**src/dsk_pkg.sv**
```systemverilog
// ----------------------------------------------------------------------------
// dsk_pkg
// Shared widths, constants and helpers for the lidar point deskew pipeline.
// ----------------------------------------------------------------------------
package dsk_pkg;

    localparam int CORDIC_STEPS = 25;

    localparam int VEC_XW    = 60;
    localparam int VEC_ZW    = 28;
    localparam int VEC_AUX_W = 125;

    localparam int DIV_RW    = 21;
    localparam int DIV_QW    = 18;
    localparam int SPAN_W    = 20;
    localparam int DIV_AUX_W = 97;

    localparam int DW        = 35;
    localparam int ROT_XW    = 34;
    localparam int ROT_ZW    = 28;
    localparam int ROT_AUX_W = 124;

    localparam logic [23:0] ATAN_TAB [CORDIC_STEPS] = '{
        24'd13176795, 24'd7778716, 24'd4110060, 24'd2086331, 24'd1047214,
        24'd524117, 24'd262123, 24'd131069, 24'd65536, 24'd32768,
        24'd16384, 24'd8192, 24'd4096, 24'd2048, 24'd1024, 24'd512,
        24'd256, 24'd128, 24'd64, 24'd32, 24'd16, 24'd8, 24'd4, 24'd2, 24'd1
    };

    localparam logic [65:0]        MIN_RANGE_SQ = 66'd429497;
    localparam logic signed [20:0] TWO_PI_Q16   = 21'sd411775;
    localparam logic signed [29:0] PI_Q24       = 30'sd52707179;
    localparam logic signed [29:0] HALF_PI_Q24  = 30'sd26353589;
    localparam logic signed [29:0] TWO_PI_Q24   = 30'sd105414357;
    localparam logic signed [ROT_XW-1:0] INV_GAIN_Q30 = ROT_XW'(652032874);
    localparam logic [DIV_QW-1:0]  FRAC_MAX     = 18'd131072;

    typedef enum logic [2:0] {
        REG_START = 3'd0,
        REG_SPAN  = 3'd1,
        REG_SHX   = 3'd2,
        REG_SHY   = 3'd3,
        REG_SHZ   = 3'd4,
        REG_YAW   = 3'd5
    } cfg_idx_t;

    function automatic logic signed [31:0] sat32(input logic signed [67:0] v);
        logic signed [31:0] r;
        if (v > 68'sd2147483647) begin
            r = 32'sh7FFFFFFF;
        end else if (v < -68'sd2147483648) begin
            r = 32'sh80000000;
        end else begin
            r = v[31:0];
        end
        return r;
    endfunction

endpackage

```
**src/dsk_div_cell.sv**
```systemverilog
// ----------------------------------------------------------------------------
// dsk_div_cell
// One restoring division step: one quotient bit per cell.
// ----------------------------------------------------------------------------
module dsk_div_cell import dsk_pkg::*; #(
    parameter int BIT = 0
) (
    input  logic                  aclk,
    input  logic                  en,
    input  logic [SPAN_W-1:0]     span,
    input  logic [DIV_RW-1:0]     rem_i,
    input  logic [DIV_QW-1:0]     q_i,
    input  logic [SPAN_W-1:0]     num_i,
    input  logic [DIV_AUX_W-1:0]  aux_i,
    output logic [DIV_RW-1:0]     rem_o,
    output logic [DIV_QW-1:0]     q_o,
    output logic [SPAN_W-1:0]     num_o,
    output logic [DIV_AUX_W-1:0]  aux_o
);

    logic                 dbit, ge;
    logic [DIV_RW-1:0]    rem_sh, rem_reg;
    logic [DIV_QW-1:0]    q_reg;
    logic [SPAN_W-1:0]    num_reg;
    logic [DIV_AUX_W-1:0] aux_reg;

    if (BIT >= 16) begin : g_bit
        assign dbit = num_i[BIT-16];
    end else begin : g_zero
        assign dbit = 1'b0;
    end

    assign rem_sh = {rem_i[DIV_RW-2:0], dbit};
    assign ge     = rem_sh >= {1'b0, span};

    always_ff @(posedge aclk) begin
        if (en) begin
            rem_reg <= ge ? rem_sh - {1'b0, span} : rem_sh;
            q_reg   <= {q_i[DIV_QW-2:0], ge};
            num_reg <= num_i;
            aux_reg <= aux_i;
        end
    end

    assign rem_o = rem_reg;
    assign q_o   = q_reg;
    assign num_o = num_reg;
    assign aux_o = aux_reg;

endmodule

```
**config.mk**
```make
export PLATFORM = sky130hd
export DESIGN_NAME = dsk_div_cell
export DESIGN_NICKNAME = d
export VERILOG_FILES = /design/src/dsk_pkg.sv /design/src/dsk_div_cell.sv
export SDC_FILE = /design/constraint.sdc
export NUM_CORES = 1
export LEC_CHECK = 0
export ABC_AREA = 1
export BUFFER_PORTS_ARGS = -buffer_cell sky130_fd_sc_hd__buf_2
export CELL_PAD_IN_SITES_DETAIL_PLACEMENT = 1
export CELL_PAD_IN_SITES_GLOBAL_PLACEMENT = 1
export CORE_ASPECT_RATIO = 1.1
export CORE_UTILIZATION = 31
export DETAILED_ROUTE_END_ITERATION = 10
export PLACE_DENSITY_LB_ADDON = 0.25
export SLEW_MARGIN = 15
export SYNTH_ARGS = -nofsm -noshare
export SYNTH_HDL_FRONTEND = slang
export SYNTH_SLANG_ARGS = --single-unit
export TNS_END_PERCENT = 20
```
**constraint.sdc**
```tcl
create_clock -name aclk -period 1.7 [get_ports aclk]
set_input_delay 0.34 -clock aclk [delete_from_list [all_inputs] [get_ports aclk]]
set_output_delay 0.34 -clock aclk [all_outputs]
set_load 0.05 [all_outputs]
```
==> impl_metrics.yaml <==
timing:
  final.setup.worst_slack_ns: 0.0868
  period_needed_ns: 1.61
  fmax_mhz: 620
  slew_headroom_pct: 75.1
  post-route-period-util_pct: 94.9
  hold_viol: 0
  finalSetupTns_ns: 0
  slew_violations: 0
  setup-violations-final: 0
  worst_pin_slew_ns: 0.374
  rsz0062_at_grt: "true"
cts:
  cts_root_buf: "clkbuf_16"
  htreeDepth: 4
  tritoncts: "yes"
  clock_path_buffers: 2
  clk_pin_slew_ns: 0.08
  cts_made_buffers: 17
  post_cts_buffers: 0
  cts_sinks: 156
floorplan:
  core_area_mm2: 0.0205
  die_width_um: 140
  dieHeight_um: 153
  rows: 55
  io-pin-count: 334
  fp.dieArea_mm2: 0.0214
  start_util_pct: 31.5
logic_synthesis:
  syn_avg_cell_area_um2: 12.7
  synthDistinctLibCells: 27
  syn_nets: 707
  syn_area_mm2: 0.00646
  ys_ff_latch: 156
  yosys_warnings: 0
  yosysSeqAreaShare_pct: 72.5
  synthTopCellsByArea: "edfxtp_1, nand2_1, inv_1"
  synth_top_area_cell: "edfxtp_1"
  syn_inst: 508
  yosysTopAreaCellShare_pct: 72.5
critical_path:
  worstSetupStartpointType: "input pin"
  crit_path_max_fanout: 3
  path_class: "in -> reg"
  worstPathArrival_ns: 1.79
  worstPathRequired_ns: 1.88
  critPathCaptureType: "flop"
flow_run:
  drv_cap: 0
pwr:
  p_sw_w: 0.00389
  swShare_pct: 33.9
  comb_power_share_pct: 24.6
  sequentialPowerShare_pct: 41.1
  p_leak_nw: 4.62
  p_clk_share_pct: 34.4
  ir_drop_mv: 0.674
  p_int_w: 0.00757
  p_per_area_mw_per_mm2: 1160
layout:
  drive_above_1_share_pct: 53.8
  utilization_pct: 48.1
  area_growth_syn_to_layout_pct: 52.7
  nNetsFinal: 1111
  num-fill-cells: 2329
place:
  dp_slack_ns: -0.364
  place_congestion: 0.804
  port_buffers: 331
  hpwlAfterDp_mm: 16.3
status:
  status: "finished clean"
detailed_routing:
  ant_nets: 0
  viasPerCell: 4.40
  drc: 0
  dr.pass1.iters: 4
  drt_iter0_markers: 234
  vias: 5196
  wl_per_cell_um: 17.5
  finalWirelength_mm: 20.6
grt:
  antenna_found_initial: 2
  first_global_vias: 5350
  grtUsageTotal_pct: 19.3
  grt.overflow.total: 0
  grt_pass1_wl_mm: 30.5
  grt_max_degree: 55
hold_path:
  hold_path_end: "num_o[8]"
  hold_depth: 1
  hold_path_class: "in -> reg"
  min_from: "num_i[8]"
## metal layers
layer	global-route usage, %	vias up	share of wire [%]
li1	-	2522	-
met1	20.3	2451	37
met2	36.6	192	54
met3	4.92	29	6.0
met4	7.01	2	2.4
met5	0	-	0.063
## cells in the mapped netlist (all sizes together)
| library cell | instances |
|---|---|
| a21oi | 17 |
| and2 | 3 |
| buf | 4 |
| edfxtp | 156 |
| fa | 1 |
| ha | 20 |
| inv | 72 |
| nand2 | 158 |
| nand3 | 29 |
| nand3b | 5 |
| nand4 | 2 |
| nor2 | 24 |
| nor3 | 1 |
| o21ai | 3 |
| o21bai | 2 |
| or2 | 1 |
| xnor2 | 1 |
| xor2 | 9 |
## worst max path at each step
stage	startpoint	to	slack, ns	depth (start not counted)
finish	rem_i[0]	rem_o[12]	0.09	11
global route	rem_i[0]	rem_o[14]	-0.02	11
CTS	span[18]	rem_o[0]	0.08	11
detailed placement	span[18]	rem_o[16]	-0.36	12
global placement	span[10]	rem_o[16]	-0.38	14
floorplan	span[0]	rem_o[12]	-0.01	9
## cells by family (layout without fill, tap and decap cells)
group                      Yosys count  in the layout  synth area share, %
xor gates and xnor gates            10             10                 1.35
buffers and inverters               76            493                 4.92
and+or+nand+nor                    223            223                 15.2
AOI/OAI and AO/OA                   22             22                 1.90
adders and majority gates           21             21                 4.18
DFF                                156            156                 72.5
other                                0              1                    0
## cell type report
class,count,area [um2],area share [%]
clock buffer,17,425,4.31
antenna,1,2.50,0.0254
multi-input combinational,276,1790,18.1
tap,256,320,3.25
sequential,156,4680,47.5
inverter,72,295,2.99
clock inverter,15,193,1.95
timing repair buffer,389,2160,21.9
## flip-flops by register name, summed over array words and instances (netlist names)
| signal | cells |
|---|---|
| aux_o | 97 |
| num_o | 20 |
| rem_o | 21 |
| q_o | 18 |
## critical path: stages
cell and delay, ns:
buf_2 0.11, inv_1 0.07, fa_1 0.47, o21ai_2 0.21
nand2_1 0.07, nand2_1 0.13, nand2_1 0.11, nand2_1 0.07
nand2_1 0.05, nand3_1 0.10, nand2_1 0.06
## power by group through the flow
stage	Combinational [W]	Sequential, W	Clock, W
final	0.00282	0.00470	0.00394
after global routing	0.00297	0.00473	0.00420
after CTS	0.00285	0.00471	0.00406
after detailed placement	0.00283	0.00479	0
after global placement	0.00280	0.00477	0
after floorplan	0.000629	0.00600	0
## layout by cell type, fill, tap and decap left out, types with 4 or more instances in the layout
cell,count
buf_12,5
buf_4,53
nand3b_1,5
a21oi_1,14
buf_2,330
nand2_1,131
nand2_2,21
inv_8,6
nor2_1,18
nand3_1,26
nand2_4,6
xor2_1,9
clkinv_8,4
edfxtp_1,156
inv_2,11
clkbuf_16,17
inv_1,56
ha_4,19
inv_6,5
## stage by stage
step / cell area, um2 / total power [W] / hold slack [ns] / cells
after floorplan: 6800 / 0.00663 / 0.439 / 508
after global placement: 9240 / 0.00757 / 0.516 / 1149
after detailed placement: 9240 / 0.00762 / 0.518 / 1149
after CTS: 9860 / 0.0116 / 0.0603 / 1181
after global routing: 9870 / 0.0119 / 0.0551 / 1182
final: 9870 / 0.0115 / 0.0840 / 1182
## timing repair
item,4_1_cts,5_1_grt
endpoints found under the setup margin,0,4
gates resized for setup,0,3
hold buffers,0,0
No activity file was read; power rests on OpenSTA's default activity.
