===== config.mk =====
export PLATFORM = sky130hd
export DESIGN_NAME = dsk_rot_cell
export DESIGN_NICKNAME = d
export VERILOG_FILES = /design/src/dsk_pkg.sv /design/src/dsk_rot_cell.sv
export SDC_FILE = /design/constraint.sdc
export NUM_CORES = 1
export LEC_CHECK = 0
export ABC_AREA = 1
export BUFFER_PORTS_ARGS = -buffer_cell sky130_fd_sc_hd__buf_4
export CAP_MARGIN = 15
export CELL_PAD_IN_SITES_DETAIL_PLACEMENT = 1
export CELL_PAD_IN_SITES_GLOBAL_PLACEMENT = 2
export CORE_MARGIN = 2
export CORE_UTILIZATION = 33
export DETAILED_ROUTE_END_ITERATION = 10
export PLACE_DENSITY_LB_ADDON = 0.1
export SLEW_MARGIN = 20
export SYNTH_ARGS = -nofsm -noshare
export SYNTH_HDL_FRONTEND = slang
export SYNTH_SLANG_ARGS = --single-unit

===== constraint.sdc =====
create_clock -name aclk -period 8.2 [get_ports aclk]
set_clock_uncertainty 0.15 [all_clocks]
set_input_delay 0.41 -clock aclk [delete_from_list [all_inputs] [get_ports aclk]]
set_output_delay 0.41 -clock aclk [all_outputs]
set_load 0.005 [all_outputs]

===== src/dsk_pkg.sv =====
// ----------------------------------------------------------------------------
// dsk_pkg
// Shared widths, constants and helpers for the lidar point deskew pipeline.
// ----------------------------------------------------------------------------
package dsk_pkg;

    localparam int CORDIC_STEPS = 25;

    localparam int VEC_XW    = 60;
    localparam int VEC_ZW    = 28;
    localparam int VEC_AUX_W = 125;

    localparam int DIV_RW    = 21;
    localparam int DIV_QW    = 18;
    localparam int SPAN_W    = 20;
    localparam int DIV_AUX_W = 97;

    localparam int DW        = 35;
    localparam int ROT_XW    = 34;
    localparam int ROT_ZW    = 28;
    localparam int ROT_AUX_W = 124;

    localparam logic [23:0] ATAN_TAB [CORDIC_STEPS] = '{
        24'd13176795, 24'd7778716, 24'd4110060, 24'd2086331, 24'd1047214,
        24'd524117, 24'd262123, 24'd131069, 24'd65536, 24'd32768,
        24'd16384, 24'd8192, 24'd4096, 24'd2048, 24'd1024, 24'd512,
        24'd256, 24'd128, 24'd64, 24'd32, 24'd16, 24'd8, 24'd4, 24'd2, 24'd1
    };

    localparam logic [65:0]        MIN_RANGE_SQ = 66'd429497;
    localparam logic signed [20:0] TWO_PI_Q16   = 21'sd411775;
    localparam logic signed [29:0] PI_Q24       = 30'sd52707179;
    localparam logic signed [29:0] HALF_PI_Q24  = 30'sd26353589;
    localparam logic signed [29:0] TWO_PI_Q24   = 30'sd105414357;
    localparam logic signed [ROT_XW-1:0] INV_GAIN_Q30 = ROT_XW'(652032874);
    localparam logic [DIV_QW-1:0]  FRAC_MAX     = 18'd131072;

    typedef enum logic [2:0] {
        REG_START = 3'd0,
        REG_SPAN  = 3'd1,
        REG_SHX   = 3'd2,
        REG_SHY   = 3'd3,
        REG_SHZ   = 3'd4,
        REG_YAW   = 3'd5
    } cfg_idx_t;

    function automatic logic signed [31:0] sat32(input logic signed [67:0] v);
        logic signed [31:0] r;
        if (v > 68'sd2147483647) begin
            r = 32'sh7FFFFFFF;
        end else if (v < -68'sd2147483648) begin
            r = 32'sh80000000;
        end else begin
            r = v[31:0];
        end
        return r;
    endfunction

endpackage


===== src/dsk_rot_cell.sv =====
// ----------------------------------------------------------------------------
// dsk_rot_cell
// One rotation-mode CORDIC micro-rotation, registered.
// ----------------------------------------------------------------------------
module dsk_rot_cell import dsk_pkg::*; #(
    parameter int STEP = 0
) (
    input  logic                     aclk,
    input  logic                     en,
    input  logic signed [ROT_XW-1:0] x_i,
    input  logic signed [ROT_XW-1:0] y_i,
    input  logic signed [ROT_ZW-1:0] z_i,
    input  logic [ROT_AUX_W-1:0]     aux_i,
    output logic signed [ROT_XW-1:0] x_o,
    output logic signed [ROT_XW-1:0] y_o,
    output logic signed [ROT_ZW-1:0] z_o,
    output logic [ROT_AUX_W-1:0]     aux_o
);

    localparam logic signed [ROT_ZW-1:0] ANG = ROT_ZW'(ATAN_TAB[STEP]);

    logic signed [ROT_XW-1:0] x_reg, y_reg, sx, sy;
    logic signed [ROT_ZW-1:0] z_reg;
    logic [ROT_AUX_W-1:0]     aux_reg;

    assign sx = y_i >>> STEP;
    assign sy = x_i >>> STEP;

    always_ff @(posedge aclk) begin
        if (en) begin
            if (z_i >= 0) begin
                x_reg <= x_i - sx;
                y_reg <= y_i + sy;
                z_reg <= z_i - ANG;
            end else begin
                x_reg <= x_i + sx;
                y_reg <= y_i - sy;
                z_reg <= z_i + ANG;
            end
            aux_reg <= aux_i;
        end
    end

    assign x_o   = x_reg;
    assign y_o   = y_reg;
    assign z_o   = z_reg;
    assign aux_o = aux_reg;

endmodule


==> results of run 1 <==
[cell type report]
class,instances,area (µm²)
antenna,2,5.00
clock buffer,25,626
clock inverter,17,209
fill,5566,25100
inverter,235,883
multi-input combinational,1392,7740
sequential,219,6580
tap,607,759
timing repair buffer,568,4580
[cells by family after synthesis]
logic type,count (synthesis)
XOR/XNOR,58
adder cells (fa/ha/maj),130
flip-flops,219
AO/OA/AOI/OAI,325
AND/OR/NAND/NOR,879
buffers and inverters,277
[state kept, by name (all words and copies together) (netlist names)]
register  flops
aux_o       124
x_o          34
y_o          33
z_o          28
[cells in the mapped netlist, drive strengths merged]
| master | count | area [µm²] |
|---|---|---|
| ha | 126 | 1580 |
| nand2 | 493 | 1900 |
| inv | 234 | 878 |
| a21boi | 3 | 26.3 |
| a31oi | 4 | 25.0 |
| and2 | 2 | 12.5 |
| xor2 | 52 | 455 |
| nand3b | 3 | 22.5 |
| and3 | 2 | 12.5 |
| nand3 | 151 | 776 |
| clkinv | 1 | 5.00 |
| edfxtp | 219 | 6580 |
| nor2 | 175 | 712 |
| o211ai | 5 | 37.5 |
| nor3 | 24 | 135 |
| clkbuf | 3 | 12.5 |
| or2 | 4 | 25.0 |
| o21ai | 116 | 596 |
| o21a | 3 | 22.5 |
| a21oi | 166 | 872 |
| a21o | 15 | 113 |
| o21bai | 13 | 97.6 |
| nand4 | 15 | 93.8 |
| nor4 | 10 | 83.8 |
| xnor2 | 6 | 52.6 |
| fa | 4 | 80.1 |
| buf | 39 | 274 |
[layout by cell type, fill, tap and decap left out, types with 3 or more instances in the layout]
master and instances:
o211ai_1 5, nor2_2 13, nand3_2 4, nor2_4 3, o21a_1 3, a31oi_1 4, inv_1 225, o21ai_0 95
inv_2 9, a21o_1 15, a21oi_2 7, nor4_1 8, nand3b_1 3, buf_4 443, o21ai_1 17, xnor2_1 6
edfxtp_1 219, dlygate4sd3_1 124, nor3_2 3, nor2_1 159, nand2_2 16, a21oi_1 157, nand4_1 15, o21ai_2 4
fa_1 4, ha_1 126, nand2_1 475, clkinv_1 6, o21bai_1 13, nor3_1 21, clkbuf_16 25, clkinv_2 5
bufinv_16 5, xor2_1 52, nand3_1 147
[power by group]
part	switching (mW)	internal [mW]	leakage (nW)	total, mW
logic	0.666	0.459	7.45	1.13
registers	0.0465	1.39	2.14	1.43
clock network	0.497	0.708	0.408	1.21
total	1.21	2.55	10.0	3.76
[metrics by stage]
step	area [µm²]	power [mW]	std cells	hold WS [ps]	util, %
after global placement	19300	2.50	2897	438	41.5
after floorplan	15500	1.97	1888	359	-
final	21400	3.76	3065	93.4	46.0
after detailed placement	19300	2.52	2897	439	41.5
after CTS	21400	3.76	3063	60.6	46.0
after global routing	21400	3.95	3065	80.6	46.0
[repair_timing]
item                                   4_1_cts  5_1_grt
endpoints found under the hold margin      124        0
hold buffers                               124        0
setup endpoints to repair                    0        0
[worst max path at each step]
| stage | to | slack (ps) |
|---|---|---|
| after floorplan | z_o[17] | 5130 |
| after global placement | z_o[26] | 4110 |
| after detailed placement | z_o[17] | 4020 |
| after CTS | z_o[17] | 4590 |
| after global routing | z_o[22] | 4240 |
| final | z_o[17] | 4470 |
[per-layer routing]
metal	up-vias	GRT usage, %	wire length (µm)
li1	7408	-	-
met1	7374	33.1	28200
met2	423	48.5	33100
met3	98	3.24	3420
met4	0	9.00	2200
met5	-	0	0
==> impl_metrics.env, run 1 <==
export IMPL_slowest_delay_ps=720
export IMPL_slew_headroom_pct=31.2
export IMPL_routed_via_count=15303
export IMPL_drcViolationCount=0
export IMPL_critPathSlowestCell="nand2_4"
export IMPL_worstHoldEndpoint="z_o[0]"
export IMPL_core_rowCount=79
export IMPL_drv_slew=0
export IMPL_min_path_type="in -> reg"
export IMPL_seq_area_frac_synth_pct=42.5
export IMPL_tightest_slew_ps=1030
export IMPL_antenna_found_initial=2
export IMPL_yosys_cell_types_count=47
export IMPL_wl_per_cell_um=21.8
export IMPL_yosys_warnings=0
export IMPL_cp_num_cells=13
export IMPL_grt_pass1_wl_um=98800
export IMPL_critPathLaunch="z_i[18]"
export IMPL_area_delta_synth_final_pct=38.2
export IMPL_ctsLongestPathBuffers=3
export IMPL_cp_arrival_ps=3870
export IMPL_tns_ps=0
export IMPL_cp_max_fo=85
export IMPL_cpLargestDelayFamily="simple AND/OR/NAND/NOR gates"
export IMPL_path_clk_slew_ps=60
export IMPL_max_clock_freq_mhz=268
export IMPL_grt_ovfl_total=0
export IMPL_syn_area_um2=15500
export IMPL_ant_nets=0
export IMPL_synth_top_family_by_area="simple AND/OR/NAND/NOR gates"
export IMPL_cts_repair_resized=0
export IMPL_io_pins=442
export IMPL_powerDensity_nw_per_um2=176
export IMPL_pre_cts_slack_ps=4020
export IMPL_syn_avg_cell_area_um2=8.20
export IMPL_viasPerCell=4.99
export IMPL_cts_tree="built"
export IMPL_hpwl_um=51700
export IMPL_num_nets_final=2793
export IMPL_coreArea_um2=46500
export IMPL_muxShareOfSynthArea_pct=0
export IMPL_place_congestion=0.895
export IMPL_worst_setup_path_start_kind="primary input"
export IMPL_crit_chain="buf_4 > nor4_1 > and3_1 > nand2_1 > nand2_4 > ha_1 > a21oi_1 > o21ai_1 > a21oi_1 > o21ai_2 > nand3_1 > nand2_1 > xor2_1"
export IMPL_critical_path_required_ps=8350
export IMPL_synth_xor_area_share_pct=3.28
export IMPL_vdd_ir_drop_max_v=0.000148
export IMPL_cts_made_buffers=25
export IMPL_ys_seq_elements=219
export IMPL_crit_path_end_kind="flip-flop"
export IMPL_cts_setup_buffers=0
export IMPL_drive_above_1_share_pct=22.3
export IMPL_cts_sinks=219
export IMPL_setup_viol=0
export IMPL_grt_pass1_vias=16583
export IMPL_synth_compound_area_share_pct=11.6
export IMPL_hold_depth=2
export IMPL_finalCritPeriodShare_pct=45.4
export IMPL_wl_um=66900
export IMPL_die_y_um=221
export IMPL_synth_adder_area_share_pct=10.7
export IMPL_final_setup_worst_slack_ps=4470
export IMPL_hp_start="z_i[0]"
export IMPL_start_util_pct=33.3
export IMPL_fp_dieW_um=221
export IMPL_maxCapViolCount=0
export IMPL_synthSimpleGateAreaFrac_pct=24.4
export IMPL_syn_nets=2240
export IMPL_port_buffers=441
export IMPL_root_buffer="clkbuf_16"
export IMPL_fin_crit_ps=3730
export IMPL_htree_levels=1
export IMPL_grt_max_degree=98
export IMPL_leakagePower_nw=10.0
export IMPL_drt_iter0_drc=710
export IMPL_rsz0062_at_grt="no"
export IMPL_path_buf_inv=1
export IMPL_finalHoldViolations=0
export IMPL_drtPass1Iterations=6
export IMPL_fp_dieArea_um2=48600
export IMPL_critical_path_class="in -> reg"
export IMPL_synth_cells=1888
export IMPL_globalRouteTotalUtil_pct=26.9
export IMPL_run_status="completed"
(Power assumes the default switching activity.)
==> run 2, diff against run 1 <==
--- a/config.mk
+++ b/config.mk
@@ -11,7 +11,7 @@
 export CELL_PAD_IN_SITES_DETAIL_PLACEMENT = 1
 export CELL_PAD_IN_SITES_GLOBAL_PLACEMENT = 2
 export CORE_MARGIN = 2
-export CORE_UTILIZATION = 33
+export CORE_UTILIZATION = 27
 export DETAILED_ROUTE_END_ITERATION = 10
 export PLACE_DENSITY_LB_ADDON = 0.1
 export SLEW_MARGIN = 20
==> constraint.sdc (replaced) <==
create_clock -name aclk -period 3.4 [get_ports aclk]
set_clock_uncertainty 0.15 [all_clocks]
set_input_delay 0.17 -clock aclk [delete_from_list [all_inputs] [get_ports aclk]]
set_output_delay 0.17 -clock aclk [all_outputs]
set_load 0.005 [all_outputs]
==> run 2 against run 1 <==
  * Via count shrank 0.26%
  * Critical endpoint is now z_o[27]
  * Global-route usage is 4.5 points lower
  * Die area up 22%
==> impl_metrics.env, run 2 (same netlist as run 1, synthesis figures left out) <==
export IMPL_run_status="completed"
export IMPL_die_y_um=243
export IMPL_regArea_um2=6580
export IMPL_grt_pass1_vias=16583
export IMPL_powerDensity_nw_per_um2=415
export IMPL_setup_viol=0
export IMPL_globalRouteTotalUtil_pct=22.4
export IMPL_slew_headroom_pct=43.1
export IMPL_multi_input_area_um2=7750
export IMPL_rsz0062_at_grt="no"
export IMPL_num_nets_final=2824
export IMPL_max_clock_freq_mhz=317
export IMPL_tightest_slew_ps=854
export IMPL_final_setup_worst_slack_ps=242
export IMPL_finalCritPeriodShare_pct=92.9
export IMPL_cp_max_fo=11
export IMPL_drcViolationCount=0
export IMPL_clock_power_share_pct=31.7
export IMPL_grt_pass1_wl_um=102000
export IMPL_fin_crit_ps=3160
export IMPL_coreArea_um2=56500
export IMPL_pre_cts_slack_ps=110
export IMPL_fp_dieW_um=243
export IMPL_p_int_mw=6.15
export IMPL_hpwl_um=54500
export IMPL_layout_common_cells="nand2_1 (475), buf_4 (450), inv_1 (225)"
export IMPL_ant_nets=0
export IMPL_routed_via_count=15263
export IMPL_hold_slack_ps=27.9
export IMPL_critical_path_required_ps=3560
export IMPL_drv_slew=0
export IMPL_core_rowCount=87
export IMPL_place_congestion=0.887
export IMPL_cts_sinks=219
export IMPL_seq_power_share_pct=37.9
export IMPL_area_delta_synth_final_pct=41.4
export IMPL_root_buffer="clkbuf_16"
export IMPL_p_switching_mw=2.93
export IMPL_placed_cells=3054
export IMPL_io_pins=442
export IMPL_finalHoldViolations=0
export IMPL_cts_tree="built"
export IMPL_wl_per_cell_um=20.8
export IMPL_leakagePower_nw=10.1
export IMPL_drt_iter0_drc=592
export IMPL_fp_dieArea_um2=59200
export IMPL_largest_reg_flops=124
export IMPL_fin_cells=3247
export IMPL_min_path_type="in -> reg"
export IMPL_wl_um=67600
export IMPL_design_area_um2=21900
export IMPL_tns_ps=0
export IMPL_path_clk_slew_ps=60
export IMPL_crit_path_end_kind="flip-flop"
export IMPL_viasPerCell=4.70
export IMPL_worst_setup_path_start_kind="primary input"
export IMPL_port_buffers=441
export IMPL_dpl_instance_area_um2=19600
export IMPL_ctsLongestPathBuffers=3
export IMPL_start_util_pct=27.4
export IMPL_swShare_pct=32.2
export IMPL_critical_path_class="in -> reg"
export IMPL_p_comb_share_pct=30.4
export IMPL_cts_made_buffers=27
export IMPL_drtPass1Iterations=6
export IMPL_final_common_cell="nand2_1"
export IMPL_vdd_ir_drop_max_v=0.000311
export IMPL_htree_levels=1
export IMPL_antenna_found_initial=3
export IMPL_cp_arrival_ps=3320
export IMPL_num_fill_cells=6713
export IMPL_grt_ovfl_total=0
export IMPL_drive_above_1_share_pct=22.5
export IMPL_maxCapViolCount=0
export IMPL_grt_max_degree=73
[run 2: per-layer routing]
metal | wire (µm) | vias up | track usage [%]
li1 | - | 7479 | -
met4 | 1820 | 2 | 6.30
met5 | 13 | - | 0
met2 | 33500 | 342 | 40.0
met3 | 3090 | 84 | 3.36
met1 | 29200 | 7356 | 27.8
[run 2: power groups by stage]
| stage | Sequential, mW | Clock, mW | Combinational [mW] |
|---|---|---|---|
| 6_report | 3.45 | 2.88 | 2.76 |
| 5_1_grt | 3.47 | 3.07 | 3.05 |
| 4_1_cts | 3.44 | 2.97 | 2.78 |
| 3_5_place_dp | 3.49 | 0 | 2.62 |
| 3_3_place_gp | 3.48 | 0 | 2.60 |
| 2_1_floorplan | 3.52 | 0 | 1.24 |
[run 2: final cells by class]
| class | count | share of cell area [%] |
|---|---|---|
| Tap cell | 756 | 4.32 |
| Multi-Input combinational cell | 1392 | 35.4 |
| Timing Repair Buffer | 597 | 22.2 |
| Clock inverter | 15 | 0.738 |
| Antenna cell | 2 | 0.0229 |
| Sequential cell | 219 | 30.1 |
| Inverter | 235 | 4.04 |
| Clock buffer | 31 | 3.16 |
[run 2: final timing paths]
check,end,from,slack (ps),cells after the start
min,z_o[3],z_i[3],30,3
max,z_o[27],z_i[27],240,17
[run 2: timing repair]
item | 4_1_cts | 5_1_grt
setup buffers | 0 | 0
setup endpoints to repair | 0 | 5
hold buffers | 145 | 0
resized for setup | 0 | 3
hold endpoints to repair | 208 | 0
[run 2: worst max-delay path, cell delays in order]
cell and delay (ps):
dlygate4sd3_1 530, buf_4 130, inv_1 90, ha_1 200
nand3b_1 80, nor2_1 40, and3_1 220, a21oi_4 390
buf_4 220, ha_1 270, a21oi_1 250, o21ai_0 160
a21oi_1 210, nor2_1 60, nor2_1 100, nand2_1 70
xor2_1 130
[run 2: stage by stage]
stage	total power, mW	utilization [%]
after floorplan	4.76	-
after global placement	6.08	34.6
after detailed placement	6.11	34.6
after CTS	9.19	38.7
after global routing	9.59	38.7
final	9.08	38.7
