## config.mk

```make
export PLATFORM = sky130hd
export DESIGN_NAME = dsk_vec_cell
export DESIGN_NICKNAME = d
export VERILOG_FILES = /design/src/dsk_pkg.sv /design/src/dsk_vec_cell.sv
export SDC_FILE = /design/constraint.sdc
export NUM_CORES = 1
export LEC_CHECK = 0
export ABC_AREA = 1
export BUFFER_PORTS_ARGS = -buffer_cell sky130_fd_sc_hd__buf_2
export CAP_MARGIN = 20
export CORE_UTILIZATION = 30
export CTS_BUF_LIST = sky130_fd_sc_hd__clkbuf_8
export DETAILED_ROUTE_END_ITERATION = 6
export GPL_ROUTABILITY_DRIVEN = 1
export PLACE_DENSITY = 0.5
export SLEW_MARGIN = 20
export SYNTH_ARGS = -nofsm -noshare
export SYNTH_HDL_FRONTEND = slang
export SYNTH_SLANG_ARGS = --single-unit
```

## constraint.sdc

```tcl
create_clock -name aclk -period 2.7 [get_ports aclk]
set_clock_uncertainty 0.1 [all_clocks]
set_input_delay 0 -clock aclk [delete_from_list [all_inputs] [get_ports aclk]]
set_output_delay 0 -clock aclk [all_outputs]
set_load 0.05 [all_outputs]
```

## src/dsk_pkg.sv

```systemverilog
// ----------------------------------------------------------------------------
// dsk_pkg
// Shared widths, constants and helpers for the lidar point deskew pipeline.
// ----------------------------------------------------------------------------
package dsk_pkg;

    localparam int CORDIC_STEPS = 25;

    localparam int VEC_XW    = 60;
    localparam int VEC_ZW    = 28;
    localparam int VEC_AUX_W = 125;

    localparam int DIV_RW    = 21;
    localparam int DIV_QW    = 18;
    localparam int SPAN_W    = 20;
    localparam int DIV_AUX_W = 97;

    localparam int DW        = 35;
    localparam int ROT_XW    = 34;
    localparam int ROT_ZW    = 28;
    localparam int ROT_AUX_W = 124;

    localparam logic [23:0] ATAN_TAB [CORDIC_STEPS] = '{
        24'd13176795, 24'd7778716, 24'd4110060, 24'd2086331, 24'd1047214,
        24'd524117, 24'd262123, 24'd131069, 24'd65536, 24'd32768,
        24'd16384, 24'd8192, 24'd4096, 24'd2048, 24'd1024, 24'd512,
        24'd256, 24'd128, 24'd64, 24'd32, 24'd16, 24'd8, 24'd4, 24'd2, 24'd1
    };

    localparam logic [65:0]        MIN_RANGE_SQ = 66'd429497;
    localparam logic signed [20:0] TWO_PI_Q16   = 21'sd411775;
    localparam logic signed [29:0] PI_Q24       = 30'sd52707179;
    localparam logic signed [29:0] HALF_PI_Q24  = 30'sd26353589;
    localparam logic signed [29:0] TWO_PI_Q24   = 30'sd105414357;
    localparam logic signed [ROT_XW-1:0] INV_GAIN_Q30 = ROT_XW'(652032874);
    localparam logic [DIV_QW-1:0]  FRAC_MAX     = 18'd131072;

    typedef enum logic [2:0] {
        REG_START = 3'd0,
        REG_SPAN  = 3'd1,
        REG_SHX   = 3'd2,
        REG_SHY   = 3'd3,
        REG_SHZ   = 3'd4,
        REG_YAW   = 3'd5
    } cfg_idx_t;

    function automatic logic signed [31:0] sat32(input logic signed [67:0] v);
        logic signed [31:0] r;
        if (v > 68'sd2147483647) begin
            r = 32'sh7FFFFFFF;
        end else if (v < -68'sd2147483648) begin
            r = 32'sh80000000;
        end else begin
            r = v[31:0];
        end
        return r;
    endfunction

endpackage

```

## src/dsk_vec_cell.sv

```systemverilog
// ----------------------------------------------------------------------------
// dsk_vec_cell
// One vectoring CORDIC micro-rotation, registered.
// ----------------------------------------------------------------------------
module dsk_vec_cell import dsk_pkg::*; #(
    parameter int STEP = 0
) (
    input  logic                     aclk,
    input  logic                     en,
    input  logic signed [VEC_XW-1:0] x_i,
    input  logic signed [VEC_XW-1:0] y_i,
    input  logic signed [VEC_ZW-1:0] z_i,
    input  logic [VEC_AUX_W-1:0]     aux_i,
    output logic signed [VEC_XW-1:0] x_o,
    output logic signed [VEC_XW-1:0] y_o,
    output logic signed [VEC_ZW-1:0] z_o,
    output logic [VEC_AUX_W-1:0]     aux_o
);

    localparam logic signed [VEC_ZW-1:0] ANG = VEC_ZW'(ATAN_TAB[STEP]);

    logic signed [VEC_XW-1:0] x_reg, y_reg, sx, sy;
    logic signed [VEC_ZW-1:0] z_reg;
    logic [VEC_AUX_W-1:0]     aux_reg;

    assign sx = y_i >>> STEP;
    assign sy = x_i >>> STEP;

    always_ff @(posedge aclk) begin
        if (en) begin
            if (y_i > 0) begin
                x_reg <= x_i + sx;
                y_reg <= y_i - sy;
                z_reg <= z_i + ANG;
            end else begin
                x_reg <= x_i - sx;
                y_reg <= y_i + sy;
                z_reg <= z_i - ANG;
            end
            aux_reg <= aux_i;
        end
    end

    assign x_o   = x_reg;
    assign y_o   = y_reg;
    assign z_o   = z_reg;
    assign aux_o = aux_reg;

endmodule

```

==> results.yml, run 1 <==
floorplanning:
  std_cell_rows: 108
  die_w_um: 299
  ioPinCount: 548
  initial_core_util_pct: 30.4
  core-area_sq_um: 87200
  die_y_um: 299
  die_area_sq_um: 89500
placed_design:
  port_buffers: 547
  pre_cts_ws_ns: -0.889
  place_inst: 6154
  gp_congestion: 0.987
  dpl-instance-area_sq_um: 33900
  hpwl_um: 103000
cts:
  numCtsBuffers: 51
  clk_path_buf_depth: 3
  htree_num_levels: 2
  clock-sinks: 272
  cts-root-buf: "clkbuf_8"
  cts_tree: "yes"
  clkTransAtPathRegs_ns: 0.06
worst_setup_path:
  start_kind: "primary input"
  critical_path_class: "in2reg"
  cp_max_fo: 12
  end_kind: "flip-flop"
  cp.arrival_ns: 2.89
  crit_required_ns: 3.03
run:
  cap_violations: 0
global_route:
  grt_pass1_vias: 30093
  grt_max_degree: 112
  antenna_found_initial: 1
  grt_use_total_pct: 26.7
  grt_pass1_wl_um: 180000
  grt_overflow: 0
worst_hold_path:
  worstHoldStart: "aux_i[122]"
  whs_endpoint: "aux_o[122]"
  min_delay_path_depth: 2
  hp-class: "in2reg"
layout:
  stdcell_area_sq_um: 37900
  instances_no_fill: 6538
  final_util_pct: 43.5
  layout_commonest_cell: "nand2_1"
  final_cell_mix: "1,482 x nand2_1, 812 x inv_1, 546 x buf_2"
  final_nets: 5830
  n_fill_cell: 9250
  syn2layout_area_growth_pct: 43.2
  drive_gt1_share_pct: 22.8
synth:
  synth-main-ff-cell: "edfxtp_1"
  synthSimpleGateAreaFrac_pct: 34.8
  synth_mux_area_share_pct: 0
  synth_compound_area_share_pct: 7.35
  ys_seq_area_share_pct: 30.8
  async_flop_share_pct: 0
  synth_top_area_share_pct: 30.8
  synth-seq-cells: 272
  synth.area.top_cells: "edfxtp_1 31%, nand2_1 21%, inv_1 11%, ha_1 9.6%, nand3_1 5.4%"
  synth_cells: 4056
  synth_xor_area_share_pct: 3.31
  synth_fa_ha_area_share_pct: 9.89
  synth_top_family_by_area: "simple AND/OR/NAND/NOR gates"
  synth_area_sq_um: 26500
  synth_area_per_cell_sq_um: 6.53
  synth_cell_type_count: 38
  yosys_warnings: 0
  synth_edf_count: 272
  synth_top_area_cell: "edfxtp_1"
  syn-num-nets: 4538
route:
  routed_wl_um: 123000
  dr.first_iter.drc_count: 1993
  firstDrtPassIters: 6
  viasPerCell: 4.59
  drc: 0
  routed-via-count: 30012
  wire_per_inst_um: 18.8
  drtAntennaViolNets: 0
power_and_ir_drop:
  power_switching_mw: 7.78
  internal_power_mw: 10.2
  p_leak_nw: 20.4
  power_mw: 17.9
  pwr-share-seq_pct: 30.7
  p_clk_share_pct: 22.8
  pwr-share-comb_pct: 46.5
  switching_share_pct: 43.4
  p_per_area_nw_per_um2: 473
  ir_worst_vdd_mv: 0.372
timing:
  finalMaxSlewViolations: 0
  hold_viol_final: 0
  fin_crit_sh_pct: 95.1
  rsz0062_at_grt: "yes"
  worst_slack_ns: 0.131
  tightest_slew_ns: 0.625
  final.min_clock_period_ns: 2.57
  hold_ws_ns: 0.0444
  setup_tns_ns: 0
  setup-violations-final: 0
  clock.fmax_mhz: 389
  relSlewSlack_pct: 58.3
run_status:
  status: "complete, no violations"
## power by group through the flow
stage	clock network [mW]	registers (mW)	logic, mW
global placement	0	5.60	7.88
global route	4.38	5.54	8.96
floorplan	0	7.25	3.00
finish	4.09	5.51	8.34
CTS	4.23	5.51	8.25
detailed placement	0	5.59	7.87
## cells in the mapped netlist (2+ instances only)
master / count
buf_1: 4
o21bai_1: 15
and3_1: 2
edfxtp_1: 272
nand3b_2: 2
a21boi_0: 6
xor2_1: 91
buf_4: 23
nand4_1: 71
nor4_1: 10
fa_1: 4
nand3b_1: 3
clkbuf_1: 4
a21o_1: 6
buf_6: 21
xnor2_1: 9
nor2_4: 2
a21oi_1: 183
o21ai_0: 123
o21a_1: 10
nor3_2: 17
nand2_2: 9
nor2_2: 49
a31oi_1: 2
o21ai_1: 18
ha_1: 203
nor2_1: 242
o21ai_2: 4
buf_2: 31
nand2_1: 1485
nand3_1: 286
and2_0: 6
and2_1: 3
inv_2: 20
nor3_1: 20
inv_1: 798
## worst max path at each step
stage	start	to	slack (ns)	depth (start not counted)
2_1_floorplan	y_i[9]	z_o[24]	0.002	22
3_3_place_gp	y_i[41]	z_o[26]	-0.92	19
3_5_place_dp	y_i[41]	z_o[24]	-0.89	24
4_1_cts	y_i[41]	z_o[20]	0.04	24
5_1_grt	y_i[41]	z_o[26]	-0.03	22
6_report	y_i[41]	z_o[22]	0.13	22
## final cells by class
| class | count | area, sq um | area share [%] |
|---|---|---|---|
| antenna | 2 | 5.00 | 0.0132 |
| clock buffer | 51 | 702 | 1.85 |
| clock inverter | 35 | 255 | 0.673 |
| inverter | 818 | 3070 | 8.10 |
| multi-input combinational | 2883 | 14800 | 39.1 |
| sequential | 272 | 8170 | 21.5 |
| tap | 1155 | 1450 | 3.81 |
| timing repair buffer | 1322 | 9470 | 24.9 |
## sequential cells by signal (all words and copies together), names as in the netlist
register  count
aux_o       125
x_o          60
y_o          59
z_o          28
## timing repair
item	CTS	global route
pin swaps	0	6
setup buffers	0	3
resized for setup	6	35
setup endpoints to repair	17	25
hold buffers	293	0
hold endpoints to repair	358	0
## kinds of logic after synthesis
| group | after synthesis |
|---|---|
| buf+inv | 901 |
| fa+ha+maj | 207 |
| simple gates | 2209 |
| flops | 272 |
| xor+xnor | 100 |
| compound gates | 367 |
## critical path, stage by stage
cell and delay [ns]:
buf_2 0.13, inv_2 0.12, nand4_1 0.16, nor2_4 0.18
buf_4 0.13, nand3_1 0.07, nor2_1 0.13, buf_4 0.15
nand2_1 0.11, buf_4 0.17, nand2_4 0.07, inv_4 0.10
ha_1 0.36, a21o_1 0.20, inv_1 0.06, nor2_1 0.04
nor2_1 0.11, nand2_1 0.07, nand2_1 0.08, nand3_2 0.14
a21oi_1 0.19, xnor2_1 0.09
## metal layers
metal | routed length, um | GRT usage, % | vias up
met3 | 5980 | 2.92 | 187
li1 | - | - | 15202
met2 | 59000 | 47.4 | 891
met5 | 0 | 0 | -
met1 | 52000 | 32.6 | 13732
met4 | 5700 | 11.3 | 0
(Power assumes the default switching activity.)
==> run 2: changes to the inputs <==
CTS_BUF_LIST = sky130_fd_sc_hd__clkbuf_4   (was sky130_fd_sc_hd__clkbuf_8)
==> results.yml, run 2 (synthesized netlist as in run 1, its figures left out) <==
run_status:
  status: "finished with violations"
  violations: "negative hold slack"
timing:
  rsz0062_at_grt: "no"
  hold_viol_final: 1
  finalMaxSlewViolations: 0
  final.min_clock_period_ns: 2.64
  hold_ws_ns: -0.0149
  tightest_slew_ns: 0.852
  fin_crit_sh_pct: 97.6
  relSlewSlack_pct: 43.2
  clock.fmax_mhz: 379
  setup_tns_ns: 0
  setup-violations-final: 0
placed_design:
  gp_congestion: 0.987
  place_inst: 6154
  hpwl_um: 103000
  port_buffers: 547
worst_setup_path:
  cp_max_fo: 3
  critical_path_class: "in2reg"
  end_kind: "flip-flop"
  crit_path_start: "x_i[0]"
  cp.arrival_ns: 3.18
  cp_cell_sequence: "dlygate4sd3_1 > buf_2 > dlygate4sd3_1 > inv_1 > ha_2 > fa_2 > buf_4 > nor2_1 > o21ai_0 > nand2_1 > buf_12 > xor2_1 > o21ai_0 > buf_4"
  start_kind: "primary input"
  crit_required_ns: 3.25
  max_stage_delay_ns: 0.54
  critPathCapture: "x_o[26]"
  crit_slowest_cell: "dlygate4sd3_1"
route:
  firstDrtPassIters: 7
  drtAntennaViolNets: 0
  wire_per_inst_um: 18.7
  dr.first_iter.drc_count: 2018
  routed-via-count: 30963
  drc: 0
  viasPerCell: 4.60
  routed_wl_um: 126000
floorplanning:
  die_w_um: 299
  ioPinCount: 548
  std_cell_rows: 108
  initial_core_util_pct: 30.4
  core-area_sq_um: 87200
  die_y_um: 299
  die_area_sq_um: 89500
power_and_ir_drop:
  pwr-share-comb_pct: 47.1
  power_mw: 18.3
  switching_share_pct: 43.7
  internal_power_mw: 10.3
  p_leak_nw: 21.1
  ir_worst_vdd_mv: 0.372
  power_switching_mw: 8.01
  p_per_area_nw_per_um2: 465
  pwr-share-seq_pct: 30.0
  p_clk_share_pct: 22.8
layout:
  multiInputGateArea_sq_um: 14800
  drive_gt1_share_pct: 23.3
  n_fill_cell: 9186
  final_cell_mix: "1,484 x nand2_1, 798 x inv_1, 546 x buf_2"
  seq_area_sq_um: 8170
  instances_no_fill: 6735
  final_util_pct: 45.2
  layout_commonest_cell: "nand2_1"
  final_nets: 5998
  largest_reg_flops: 125
  syn2layout_area_growth_pct: 48.7
global_route:
  grt_max_degree: 112
  busiest_layer: "met2"
  met1_usage_pct: 33.3
  grt_use_total_pct: 27.4
  grt_pass1_wl_um: 184000
  antenna_found_initial: 4
  gr-usage-met3_pct: 4.02
  grt_util_met2_pct: 47.9
  grt_pass1_vias: 31019
  grt_overflow: 0
cts:
  numCtsBuffers: 82
  post_cts_buffers: 0
  cts-root-buf: "clkbuf_4"
  cts_tree: "yes"
  htree_num_levels: 3
  clkTransAtPathRegs_ns: 0.06
  clock-sinks: 272
  clk_path_buf_depth: 3
run:
  cap_violations: 0
worst_hold_path:
  hp-class: "in2reg"
-- run 2: layout make-up --
type / instances / area share, %
inverters: 818 / 7.80
flip-flops and latches: 272 / 20.7
well taps: 1155 / 3.67
repair buffers: 1459 / 27.5
multi-input cells: 2883 / 37.6
clock buffers: 121 / 2.31
diodes: 5 / 0.0318
clock inverters: 22 / 0.289
-- run 2: worst min path at each step --
stage / slack, ns / from / depth (start not counted) / endpoint
global route: -0.008 / x_i[2] / 7 / x_o[3]
detailed placement: 0.08 / aux_i[109] / 1 / aux_o[109]
CTS: 0.0003 / x_i[2] / 7 / y_o[3]
finish: -0.01 / x_i[52] / 10 / x_o[57]
floorplan: -0.001 / aux_i[0] / 0 / aux_o[0]
global placement: 0.08 / aux_i[2] / 1 / aux_o[2]
-- run 2: critical path: cells and delay by family --
kind            cells  cell delay [ns]
buf+inv             7             1.71
compound gates      2             0.30
simple gates        2             0.29
xor+xnor            1             0.25
fa+ha+maj           2             0.61
-- run 2: stage by stage --
stage / setup WS [ns] / instance area [sq um]
2_1_floorplan: 0.00210 / 26500
3_3_place_gp: -0.920 / 33900
4_1_cts: 0.00718 / 39200
3_5_place_dp: -0.889 / 33900
6_report: 0.0649 / 39400
5_1_grt: 0.0103 / 39400
-- run 2: timing repair --
action	CTS	global route
hold buffers	435	1
endpoints found under the hold margin	499	2
resized for setup	0	42
endpoints found under the setup margin	0	33
-- run 2: per-layer routing --
| layer | up-vias | share of wire, % |
|---|---|---|
| li1 | 15600 | - |
| met1 | 14168 | 42 |
| met2 | 970 | 48 |
| met3 | 223 | 5.3 |
| met4 | 2 | 4.7 |
| met5 | - | 0.010 |
-- run 2: power by group through the flow --
stage	Sequential, mW	Combinational, mW	Clock (mW)
6_report	5.50	8.63	4.18
3_5_place_dp	5.59	7.87	0
3_3_place_gp	5.60	7.88	0
4_1_cts	5.51	8.53	4.37
2_1_floorplan	7.25	3.00	0
5_1_grt	5.54	9.25	4.59
==> run 3: changes to the inputs <==
--- a/config.mk
+++ b/config.mk
@@ -7,3 +7,2 @@
 export LEC_CHECK = 0
-export ABC_AREA = 1
 export BUFFER_PORTS_ARGS = -buffer_cell sky130_fd_sc_hd__buf_2
@@ -14,3 +13,3 @@
 export GPL_ROUTABILITY_DRIVEN = 1
-export PLACE_DENSITY = 0.5
+export PLACE_DENSITY = 0.51
 export SLEW_MARGIN = 20
==> constraint.sdc (replaced) <==
create_clock -name aclk -period 2.7 [get_ports aclk]
set_clock_uncertainty 0.1 [all_clocks]
set_input_delay 0.27 -clock aclk [delete_from_list [all_inputs] [get_ports aclk]]
set_output_delay 0.27 -clock aclk [all_outputs]
set_load 0.05 [all_outputs]
==> results.yml, run 3 <==
layout:
  largest_reg_flops: 125
  final_cell_mix: "915 x buf_4, 518 x buf_2, 272 x edfxtp_1"
  final_util_pct: 53.2
  drive_gt1_share_pct: 46.5
  layout_commonest_cell: "buf_4"
  syn2layout_area_growth_pct: 75.5
  stdcell_area_sq_um: 37300
  final_nets: 4513
run_status:
  violations: "negative setup slack"
  status: "finished with violations"
synth:
  synth_common_cells: "307 x a21oi_1, 272 x edfxtp_1, 203 x ha_1"
  synth_area_sq_um: 21300
  yosys_warnings: 0
  ys_seq_area_share_pct: 38.4
  synth-seq-cells: 272
  synth_cell_type_count: 84
  synth_top_area_cell: "edfxtp_1"
  synth.area.top_cells: "edfxtp_1 38%, ha_1 12%, a21oi_1 7.2%, xnor2_1 4.7%, o21ai_0 4.2%"
  syn-num-nets: 2811
  synth_cells: 2329
  synth_area_per_cell_sq_um: 9.13
  async_flop_share_pct: 0
  synth-main-ff-cell: "edfxtp_1"
  synth.most_common_cell: "a21oi_1"
  synth_top_area_share_pct: 38.4
  synth_edf_count: 272
worst_setup_path:
  critical_path_class: "in2reg"
  crit_required_ns: 3.15
  end_kind: "flip-flop"
  path_buf_inv: 5
  start_kind: "primary input"
  max_stage_delay_ns: 0.34
  cp_cell_sequence: "buf_2 > nor4_4 > buf_4 > and4_1 > a41o_4 > clkinv_8 > buf_6 > ha_4 > a21o_1 > a221o_1 > a21oi_2 > a21oi_2 > o41ai_4 > buf_6 > nor2_4 > o221ai_2 > nor2_1 > a211o_1"
  crit_slowest_cell: "o41ai_4"
  cp.arrival_ns: 3.64
  critical_path.top_delay_family: "compound AO/OA/AOI/OAI gates"
  worst-path-stages: 18
  cp_max_fo: 6
route:
  dr.first_iter.drc_count: 1534
  drtAntennaViolNets: 0
  drc: 0
  met1Wirelength_um: 43600
  routed.top_layer: "met5"
  wire_per_inst_um: 21.5
  routed-via-count: 25422
  wl_met3_um: 6300
  viasPerCell: 5.06
  firstDrtPassIters: 5
  wl_met2_um: 54000
  routed_wl_um: 108000
placed_design:
  port_buffers: 547
  gp_congestion: 0.994
  dpl-instance-area_sq_um: 32300
  hpwl_um: 86500
cts:
  cts-root-buf: "clkbuf_4"
  cts_tree: "yes"
  htree_num_levels: 3
  clock-sinks: 272
  clk_path_buf_depth: 3
  numCtsBuffers: 76
  clkTransAtPathRegs_ns: 0.06
global_route:
  antenna_found_initial: 11
  grt_overflow: 0
  grt_pass1_wl_um: 155000
  grt_max_degree: 139
  grt_pass1_vias: 25686
  grt_use_total_pct: 28.8
floorplanning:
  std_cell_rows: 97
  die_y_um: 268
  die_w_um: 268
  die_area_sq_um: 72000
  initial_core_util_pct: 30.3
  core-area_sq_um: 70100
  ioPinCount: 548
timing:
  rsz0062_at_grt: "yes"
  hold_viol_final: 0
  clock.fmax_mhz: 313
  setup-violations-final: 26
  finalMaxSlewViolations: 0
  relSlewSlack_pct: 55.4
  setup_tns_ns: -5.00
  tightest_slew_ns: 0.664
  worst_slack_ns: -0.490
  fin_crit_sh_pct: 118
  final.min_clock_period_ns: 3.19
run:
  cap_violations: 0
worst_hold_path:
  min_delay_path_depth: 5
  hp-class: "in2reg"
power_and_ir_drop:
  ir_worst_vdd_mv: 0.318
  power_mw: 18.3
  p_leak_nw: 17.1
  p_per_area_nw_per_um2: 489
==> run 3: cell types whose count changed after synthesis, sizes merged, moves of 52 or more <==
cell    delta
nand3    -249
xnor2    +106
nor2     -114
clkbuf    +62
nand2   -1377
xor2      -77
o21bai    +52
inv      -626
a21o      +52
a21oi    +125
==> run 3: routing by layer <==
metal	global-route usage (%)	up-vias
met4	11.9	4
met1	33.9	12297
met2	51.3	916
met3	5.09	190
li1	-	12015
met5	0	-
==> run 3: worst paths after layout <==
path / startpoint / endpoint / slack [ns]
setup / recovery: y_i[6] / z_o[27] / -0.49
hold / removal: x_i[6] / x_o[6] / 0.04
==> run 3: stage by stage <==
stage | instances | hold slack, ns | worst slack, ns
5_1_grt | 5024 | -0.00889 | -0.589
3_3_place_gp | 4628 | 0.348 | -1.63
3_5_place_dp | 4628 | 0.348 | -1.74
6_report | 5028 | 0.0442 | -0.490
4_1_cts | 4990 | 0.000935 | -0.415
2_1_floorplan | 2329 | 0.269 | -0.906
==> run 3: where the power goes <==
part | switching [mW] | internal (mW)
sequential | 0.201 | 5.35
clock | 1.92 | 1.70
combinational | 5.52 | 3.56
total | 7.64 | 10.6
==> run 3: what timing repair did <==
item / CTS / global route
resized for setup: 157 / 177
gates cloned: 0 / 1
hold buffers: 211 / 0
pin swaps: 82 / 107
setup buffers: 35 / 32
endpoints found under the setup margin: 76 / 71
hold endpoints to repair: 259 / 0
==> run 3: layout make-up <==
cell class                 instances  area, sq um
sequential                       272         8170
tap                              940         1180
clock inverter                    26          133
clock buffer                      98          736
inverter                         197          776
timing repair buffer            1722        12600
fill                            6580        32800
multi-input combinational       1762        13700
antenna                           11         27.5
==> run 3: kinds of logic after synthesis <==
| kind of cell | Yosys count | share of synthesized area (%) |
|---|---|---|
| compound gates | 816 | 23.8 |
| xor+xnor | 129 | 5.31 |
| fa+ha+maj | 207 | 12.3 |
| buf+inv | 295 | 5.40 |
| flops | 272 | 38.4 |
| mux | 27 | 1.27 |
| simple gates | 583 | 13.5 |
